===== config.mk =====
export PLATFORM = sky130hd
export DESIGN_NAME = ibp_mod
export DESIGN_NICKNAME = d
export VERILOG_FILES = /design/src/rtl/ibp_pkg.sv /design/src/rtl/ibp_mod.sv
export SDC_FILE = /design/constraint.sdc
export NUM_CORES = 1
export LEC_CHECK = 0
export ABC_AREA = 0
export BUFFER_PORTS_ARGS = -buffer_cell sky130_fd_sc_hd__buf_4
export CAP_MARGIN = 0
export CORE_MARGIN = 3
export CORE_UTILIZATION = 45
export CTS_CLUSTER_DIAMETER = 50
export CTS_CLUSTER_SIZE = 24
export DETAILED_ROUTE_END_ITERATION = 6
export PLACE_DENSITY = 0.66
export REMOVE_ABC_BUFFERS = 1
export SYNTH_ARGS = -nofsm -noshare
export SYNTH_HDL_FRONTEND = slang
export SYNTH_SLANG_ARGS = --single-unit

===== constraint.sdc =====
create_clock -name clock -period 2 [get_ports clock]
set_clock_uncertainty 0.2 [all_clocks]
set_input_delay 0.6 -clock clock [delete_from_list [all_inputs] [get_ports clock]]
set_output_delay 0.6 -clock clock [all_outputs]
set_load 0.05 [all_outputs]

===== src/rtl/ibp_pkg.sv =====
// Package with the types and constants of the image border padding block.
`timescale 1ns / 1ps
package ibp_pkg;

   localparam int MOD_W = 10;
   localparam int MOD_CNT_W = 4;

   localparam logic [2:0] REG_IMG_WIDTH = 3'd0;
   localparam logic [2:0] REG_IMG_HEIGHT = 3'd1;
   localparam logic [2:0] REG_PAD_TOP = 3'd2;
   localparam logic [2:0] REG_PAD_BOTTOM = 3'd3;
   localparam logic [2:0] REG_PAD_LEFT = 3'd4;
   localparam logic [2:0] REG_PAD_RIGHT = 3'd5;
   localparam logic [2:0] REG_BORDER_MODE = 3'd6;
   localparam logic [2:0] REG_FILL_VALUE = 3'd7;

   localparam logic [2:0] MODE_REPLICATE = 3'd0;
   localparam logic [2:0] MODE_REFLECT = 3'd1;
   localparam logic [2:0] MODE_REFLECT101 = 3'd2;
   localparam logic [2:0] MODE_WRAP = 3'd3;

   localparam logic OP_WRITE = 1'b0;
   localparam logic OP_READ = 1'b1;

   typedef enum logic [5:0] {
      ST_IDLE  = 6'b000001,
      ST_CHECK = 6'b000010,
      ST_MOD   = 6'b000100,
      ST_MAP   = 6'b001000,
      ST_READ  = 6'b010000,
      ST_DONE  = 6'b100000
   } state_type;

   typedef struct packed {
      logic       fill;
      logic [8:0] idx;
   } map_type;

endpackage


===== src/rtl/ibp_mod.sv =====
// Restoring remainder unit: one quotient bit per cycle.
`timescale 1ns / 1ps
module ibp_mod (
   input  logic                      clock,
   input  logic                      reset,
   input  logic                      start,
   input  logic [ibp_pkg::MOD_W-1:0] dividend,
   input  logic [ibp_pkg::MOD_W-1:0] divisor,
   output logic [ibp_pkg::MOD_W-1:0] remainder,
   output logic                      busy
);
   import ibp_pkg::*;

   logic                 busy_ff;
   logic [MOD_CNT_W-1:0] cnt_ff;
   logic [MOD_W-1:0]     dvd_ff;
   logic [MOD_W-1:0]     dvs_ff;
   logic [MOD_W-1:0]     rem_ff;
   logic [MOD_W:0]       trial;
   logic [MOD_W-1:0]     rem_in;

   always_comb begin
      trial = {rem_ff, dvd_ff[MOD_W-1]};
      if (trial >= {1'b0, dvs_ff}) begin
         rem_in = MOD_W'(trial - {1'b0, dvs_ff});
      end else begin
         rem_in = trial[MOD_W-1:0];
      end
   end

   always_ff @(posedge clock) begin
      if (reset) begin
         busy_ff <= 1'b0;
         cnt_ff <= '0;
      end else if (start) begin
         busy_ff <= 1'b1;
         cnt_ff <= MOD_CNT_W'(MOD_W - 1);
      end else if (busy_ff) begin
         cnt_ff <= cnt_ff - 1'b1;
         if (cnt_ff == '0) begin
            busy_ff <= 1'b0;
         end
      end
   end

   always_ff @(posedge clock) begin
      if (start) begin
         dvd_ff <= dividend;
         dvs_ff <= divisor;
         rem_ff <= '0;
      end else if (busy_ff) begin
         dvd_ff <= {dvd_ff[MOD_W-2:0], 1'b0};
         rem_ff <= rem_in;
      end
   end

   assign remainder = rem_ff;
   assign busy = busy_ff;

endmodule


Word level (Yosys, flattened, before mapping)
Index checks and enable logic that the tools add are counted.
{ "op_classes": {"n_reduce_logical": 3, "order_cmp": 1, "mux": 8, "add_sub_neg": 2} }
{ "op_table": {"columns": ["cell", "n"], "rows": [
  ["$mux 10", 3],
  ["$ge 11x10->1", 1],
  ["$sub 10x10->10", 1],
  ["$mux 4", 2],
  ["$logic_not 4->1", 1],
  ["$sub 4x1->4 const B", 1],
  ["$mux 1", 3],
  ["$reduce_bool 2->1", 1],
  ["$reduce_or 2->1", 1]
]} }
{ "totals": {"out_inout_bits": 11, "regBits": 35, "wordCells": 20, "in_bits": 23} }

Longest topological paths before layout
Gate-level depths: netlist of run 1.
{ "logic_depth": {"ltp_word": 4, "mapped_depth": 10, "depth_no_buf": 10} }

Worst setup path after synthesis of run 1
No wires, ideal clock.
{ "synth_path": {"path_kind": "register to register", "from": "register rem_ff[5], in the netlist remainder[5]", "to": "register rem_ff[0], in the netlist remainder[0]", "t_arrival_ns": 2.257, "required_time_ns": 1.721, "synth_period_minus_slack_ns": 2.536, "stages_incl_launch_ff": 8, "setup_ns": 0.079, "path_buffers": 0, "path_slack_ns": -0.536, "cell_sequence": "dfxtp_1 ha_1 a21oi_1 inv_1 o31ai_4 a41oi_2 mux2_1 a211oi_2"} }
{ "synth_between": {"elab_chain_len": 2} }
{ "synth_lines": {"columns": ["item", "line", "rtl"], "rows": [
  ["start: declaration", "ibp_mod.sv:18", "logic [MOD_W-1:0] rem_ff;"],
  ["start signal: assignment", "ibp_mod.sv:53", "rem_ff <= rem_in;"],
  ["$ge 11x10->1", "ibp_mod.sv:24", "if (trial >= {1'b0, dvs_ff}) begin"],
  ["$mux 10", "ibp_mod.sv:24", null]
]} }
Every way passes these cells.
A chain may end at the register's enable or synchronous reset.

Worst setup path after layout of run 1
{ "layout_path": {"from": "register dvd_ff[9]", "to": "register rem_ff[6], in the netlist remainder[6]"} }
{ "layout_between": {"elab_chain_len": 2, "elab_cells_between_ends": 3, "classes_between": "add/sub (1); order compare (1); mux (1)"} }
{ "layout_lines": {"columns": ["item", "line", "rtl"], "rows": [
  ["start: declaration", "ibp_mod.sv:16", "logic [MOD_W-1:0] dvd_ff;"],
  ["start signal: assignment", "ibp_mod.sv:48", "dvd_ff <= dividend;"],
  ["start signal: assignment", "ibp_mod.sv:52", "dvd_ff <= {dvd_ff[MOD_W-2:0], 1'b0};"],
  ["$sub 10x10->10 or $ge 11x10->1 (tied branches)", "ibp_mod.sv:25, ibp_mod.sv:24", null],
  ["$mux 10 (*)", "ibp_mod.sv:24", null]
]} }
Every way passes the cells marked *; elsewhere a longest branch is shown, timed or not.

==> results.md, run 1 <==
* Status: finished, violations left
* Failing checks: negative setup slack
* Drt via density at 5.30
* Required @ worst endpoint at 1.99 ns
* Cells after Synth at 175
* Overall power at 2.21 mW
* Yosys cell types at 42
* Post-Synth Simple-Gate Area at 12.0%
* Antenna cells at 0
* Synth Area in XOR/XNOR at 3.68%
* Setup violators final at 9
* Crit share post-route at 113%
* Clock Root Buffer: clkbuf_8
* Row Count at 23
* Syn Area/Cell at 10.9 um^2
* Synth top area cells: edfxtp_1 (32%), dfxtp_1 (16%), ha_1 (7.2%)
* Worst-path clk slew at 0.07 ns
* Slew headroom at 76.1%
* CP endpoint kind: flip-flop
* Starting density of the core at 47.2%
* Gpl congestion at 0.834
* Synth top area share at 31.6%
* Dpl ws at -0.341 ns
* DR iter-0 viols at 30
* FF-to-FF path depth at 10
* # clock sinks at 35
* Final hold violation count at 0
* H-tree levels at 2
* Area delta synth->final at 45.7%
* Fmax at 442 MHz
* Routed vias at 1578
* Clk buf depth at 2
* Hold_sp: divisor[0]
* End point of the worst hold path: dvs_ff[0]
* Synth Area in Adders at 8.29%
* Worst Tran Pin Value at 0.350 ns
* Reg-to-reg critical path endpoint: remainder[6]
* Leak at 1.18 nW
* Die height at 71.0 um
* Max Cap Viol at 0
* Post-synth EDFFs at 20
* Tot GR Track Use at 19.9%
* CP Class: reg2reg
* Post-synth top cells: nor2_1 (21), edfxtp_1 (20), inv_1 (17)
* Main synth FF type: edfxtp_1
* Final core occ at 68.8%
* Buffers on Ports at 33
* Die X at 71.0 um
* Number of synthesis warnings at 0
* Count leader, synth: nor2_1
* Post-synthesis mux area share at 9.08%
* Area leader, netlist: edfxtp_1
* I/O pins at 34
* Compound-Gate Fraction of Synth Area at 14.6%
* Worst-path maximum fanout at 2
* Grt total ovfl at 0
* R2r setup slk at -0.26 ns
* Crit path DAT at 2.26 ns
* Setup_tns at -1.69 ns
* CTS tree: yes
* Layout cells sized above 1 at 50.4%
* Drt total wl at 4.52 mm
* Worst skew pair latency at 0.29 ns
* Final critical-path required period at 2.26 ns
* HPWL after detailed placement at 3.33 mm
* Reg-to-Reg Start: dvd_ff[9]
* Ys async rst share at 0%
* Maximum VDD drop at 0.471 mV
* Power Density at 797 mW/mm^2
* Antenna-violating nets left at 0
* Unrepaired setup endpoints after global routing: true
* Worst min path class: in2reg
* First-pass GRT wire length at 7.80 mm
* Hold Crit Depth at 1
* Final Worst Setup Slack at -0.264 ns
* CTS Hold Buffers Added at 0
* Core Footprint at 0.00403 mm^2
* Number of global-route vias before repair at 1730
* Seq/Total Area, Yosys at 47.4%
* CTS Buf Count at 5
* Largest family of logic cells by synthesized area: compound AO/OA/AOI/OAI gates
* Residual DRC at 0
* Max Slew Vio Count at 0
* Wire per inst at 15.2 um
* Startpoint Class: flip-flop
* FF+latch count, synth at 35
* Die area at 0.00504 mm^2
* Post-Syn Area at 0.00190 mm^2
* Final #Nets at 282
* Initial antenna violation count at 0
* Pre-Repair DR Iteration Count at 4
* Pin count of the biggest net entering global routing at 24
* Final std cells w/o fill at 298
* Dpl cells at 286
layout by cell type, fill, tap and decap left out, drive strengths merged, types with 2 or more instances in the layout:
master / instances
a21boi: 2
ha: 11
o211ai: 2
a2111oi: 2
nor4: 2
xnor2: 3
nand2: 9
edfxtp: 20
nand4: 2
mux2i: 6
nor3b: 2
mux2: 10
o211a: 2
inv: 17
clkinv: 2
nand2b: 3
dfxtp: 15
a21oi: 9
clkbuf: 5
nor2: 22
a211oi: 6
xor2: 5
nor3: 5
o21ai: 4
buf: 71
o21a: 2
worst max path at each step:
stage	from	to	slack, ns	cells past startpoint
after global placement	dvd_ff[9]	remainder[6]	-0.27	10
after detailed placement	dvd_ff[9]	remainder[6]	-0.34	10
final	dvd_ff[9]	remainder[6]	-0.26	10
after CTS	dvd_ff[9]	remainder[6]	-0.26	10
after global routing	dvd_ff[9]	remainder[6]	-0.38	10
after floorplan	remainder[5]	remainder[0]	-0.81	7
metrics by stage:
stage | hold slack [ns] | area, um^2
after global routing | 0.275 | 2770
after detailed placement | 0.326 | 2440
after floorplan | 0.287 | 1870
final | 0.280 | 2770
after CTS | 0.273 | 2740
after global placement | 0.289 | 2440
worst max-delay path: stages, from the launching register on:
cell       delay [ns]
edfxtp_1         0.39
inv_2            0.09
ha_4             0.13
inv_2            0.03
fa_2             0.34
nand3_2          0.09
a21boi_2         0.06
o21a_1           0.19
o21a_1           0.17
o211a_1          0.21
a2111oi_2        0.26
routing by layer:
layer	part of all wire, %	vias to the layer above	wire (um)	track usage (%)
li1	-	768	-	-
met1	40	756	1790	22.1
met2	54	45	2430	36.1
met3	4.3	9	193	3.84
met4	2.2	0	101	9.81
met5	0	-	0	0
logic make-up after synthesis:
kind of cell	Yosys count
xor+xnor	8
mux	16
fa+ha+maj	12
buf+inv	23
compound gates	33
simple gates	48
flops	35
state kept, by name (all words and copies together) (netlist names):
name	flops
busy	1
remainder	10
cnt_ff	4
dvs_ff	10
dvd_ff	10
power breakdown:
group / leakage, nW / switching [mW] / internal [mW] / total [mW]
sequential: 0.322 / 0.0410 / 0.830 / 0.871
clock: 0.0581 / 0.268 / 0.371 / 0.638
combinational: 0.795 / 0.355 / 0.342 / 0.697
cell type report:
| cell class | instances | area (um^2) |
|---|---|---|
| clock inverter | 3 | 43.8 |
| multi-input combinational | 117 | 1080 |
| tap | 50 | 62.6 |
| clock buffer | 5 | 68.8 |
| fill | 321 | 1260 |
| inverter | 17 | 63.8 |
| timing repair buffer | 71 | 552 |
| sequential | 35 | 901 |
repair_timing:
item                                    CTS  global route
resized for setup                        32             9
cloned                                    0             0
pin swaps                                16            16
setup buffers                             4             2
endpoints found under the setup margin   10            10
endpoints found under the hold margin     0             0
No activity file was read; power rests on OpenSTA's default activity.
==> inputs of run 2 (changes only) <==
--- a/config.mk
+++ b/config.mk
@@ -14,6 +14,7 @@
 export CTS_CLUSTER_SIZE = 24
 export DETAILED_ROUTE_END_ITERATION = 6
 export PLACE_DENSITY = 0.66
+export RECOVER_POWER = 50
 export REMOVE_ABC_BUFFERS = 1
 export SYNTH_ARGS = -nofsm -noshare
 export SYNTH_HDL_FRONTEND = slang
==> run 2 against run 1 <==
The flow still finishes with violations (negative setup slack). Critical path depth stayed put. Die area stayed put. Critical path type unchanged. Cell area is 0.14% lower. Cell count stayed put.
==> results.md, run 2 (synthesis gave the netlist of run 1 again) <==
* Status: finished, violations left (unchanged)
* Failing checks: negative setup slack (unchanged)
* Area delta synth->final at 45.5% (was 45.7%)
* Core Footprint at 0.00403 mm^2 (unchanged)
* Gpl congestion at 0.834 (unchanged)
* Comb power frac at 31.5% (was 31.6%)
* Final Worst Setup Slack at -0.262 ns (was -0.264 ns)
* Pre-Repair DR Iteration Count at 4 (unchanged)
* Layout cells sized above 1 at 50.0% (was 50.4%)
* Int Power at 1.54 mW (about the same)
* Reg-to-reg critical path endpoint: remainder[6] (unchanged)
* Pin count of the biggest net entering global routing at 24 (unchanged)
* Drt via density at 5.32 (was 5.30)
* Setup violators final at 19 (was 9)
* Startpoint Class: flip-flop (unchanged)
* Drt total wl at 4.54 mm (was 4.52 mm)
* Final critical-path required period at 2.26 ns (about the same)
* Row Count at 23 (unchanged)
* Die X at 71.0 um (unchanged)
* Wire per inst at 15.2 um (about the same)
* Grt total ovfl at 0 (unchanged)
* Number of global-route vias before repair at 1730 (unchanged)
* Worst min path class: in2reg (unchanged)
* DR iter-0 viols at 41 (was 30)
* Hold Slack at 0.302 ns (was 0.280 ns)
* Capture point of the worst path: remainder[6] (unchanged)
* Crit path from: dvd_ff[9] (unchanged)
* Max Slew Vio Count at 0 (unchanged)
* Reg-to-Reg Start: dvd_ff[9] (unchanged)
* Die height at 71.0 um (unchanged)
* Buffers on Ports at 33 (unchanged)
* Starting density of the core at 47.2% (unchanged)
* Worst-path clk slew at 0.07 ns (about the same)
* Antenna cells at 0 (unchanged)
* Leak at 1.17 nW (was 1.18 nW)
* Die area at 0.00504 mm^2 (unchanged)
* Residual DRC at 0 (unchanged)
* CTS Hold Buffers Added at 0 (unchanged)
* Most common cell after layout, fill and taps aside: buf_4 (unchanged)
* Unrepaired setup endpoints after global routing: true (unchanged)
* CP Class: reg2reg (unchanged)
* Clock Root Buffer: clkbuf_8 (unchanged)
* Antenna-violating nets left at 0 (unchanged)
* Clk buf depth at 2 (unchanged)
* Required @ worst endpoint at 1.99 ns (about the same)
* Max Cap Viol at 0 (unchanged)
* First-pass GRT wire length at 7.80 mm (unchanged)
* HPWL after detailed placement at 3.33 mm (unchanged)
* Worst Tran Pin Value at 1.09 ns (was 0.350 ns)
* Clk pwr share at 29.0% (was 28.9%)
* Fmax at 442 MHz (about the same)
* # clock sinks at 35 (unchanged)
* Crit share post-route at 113% (about the same)
* Commonest cells after routing, fill and taps aside: buf_4 (55), nor2_1 (20), edfxtp_1 (20) (was buf_4 (66), nor2_1 (20), edfxtp_1 (20))
* Final hold violation count at 0 (unchanged)
* Initial antenna violation count at 0 (unchanged)
* CTS Buf Count at 5 (unchanged)
* H-tree levels at 2 (unchanged)
* Setup_tns at -2.72 ns (was -1.69 ns)
* Final #Nets at 282 (unchanged)
* Sw Share at 30.1% (was 30.0%)
* Crit path DAT at 2.26 ns (about the same)
* Sequential power share at 39.5% (about the same)
* FF-to-FF path depth at 10 (unchanged)
* R2r setup slk at -0.26 ns (about the same)
* Power Density at 798 mW/mm^2 (was 797 mW/mm^2)
* Switching Power at 0.664 mW (was 0.663 mW)
* Worst skew pair latency at 0.29 ns (about the same)
* Routed vias at 1585 (was 1578)
* CTS tree: yes (unchanged)
* Maximum VDD drop at 0.471 mV (about the same)
* I/O pins at 34 (unchanged)
* Tot GR Track Use at 19.9% (unchanged)
* CP endpoint kind: flip-flop (unchanged)
* Worst-path maximum fanout at 2 (unchanged)
* Slew headroom at 27.2% (was 76.1%)
run 2: cell types whose count changed in the layout (fill, tap and decap cells not counted), sizes merged:
cell and change:
clkbuf +11, buf -11
run 2: area by class of cell:
| class | instances | area, um^2 |
|---|---|---|
| Inverter | 17 | 63.8 |
| Timing Repair Buffer | 71 | 548 |
| Tap cell | 50 | 62.6 |
| Sequential cell | 35 | 901 |
| Clock inverter | 3 | 43.8 |
| Clock buffer | 5 | 68.8 |
| Multi-Input combinational cell | 117 | 1080 |
| Fill cell | 323 | 1260 |
run 2: worst max-delay path, stage by stage (launching register included):
cell	delay, ns
edfxtp_1	0.39
inv_2	0.09
ha_4	0.13
inv_2	0.03
fa_2	0.34
nand3_2	0.09
a21boi_2	0.06
o21a_1	0.19
o21a_1	0.17
o211a_1	0.21
a2111oi_2	0.26
run 2: worst min-delay path by stage:
| stage | from | endpoint | slack (ns) | cells past startpoint |
|---|---|---|---|---|
| 6_report | divisor[0] | dvs_ff[0] | 0.30 | 1 |
| 5_1_grt | divisor[6] | dvs_ff[6] | 0.30 | 1 |
| 4_1_cts | divisor[0] | dvs_ff[0] | 0.27 | 1 |
| 3_5_place_dp | remainder[8] | remainder[8] | 0.33 | 2 |
| 3_3_place_gp | remainder[9] | remainder[9] | 0.29 | 2 |
| 2_1_floorplan | cnt_ff[1] | cnt_ff[1] | 0.29 | 2 |
run 2: power by group through the flow:
stage	clock (mW)	sequential (mW)	combinational [mW]
global placement	0	0.875	0.578
CTS	0.653	0.871	0.665
finish	0.640	0.872	0.695
global route	0.681	0.879	0.758
floorplan	0	0.946	0.281
detailed placement	0	0.879	0.597
run 2: what timing repair did:
action	in CTS	in global routing
setup buffers	4	2
resized for setup	32	9
pin swaps	16	16
setup endpoints to repair	10	10
run 2: through the flow:
stage	std cells	instance area [um^2]	util (%)	setup WS [ns]	power (mW)
after global placement	286	2440	60.5	-0.268	1.45
after global routing	298	2770	68.7	-0.383	2.32
final	298	2770	68.7	-0.262	2.21
after floorplan	169	1870	-	-0.807	1.23
after CTS	297	2740	67.9	-0.263	2.19
after detailed placement	286	2440	60.5	-0.341	1.48
run 2: layer usage:
layer / wire (um) / GRT usage, %
met1: 1800 / 22.1
met3: 211 / 3.84
met5: 0 / 0
met2: 2430 / 36.1
met4: 104 / 9.81
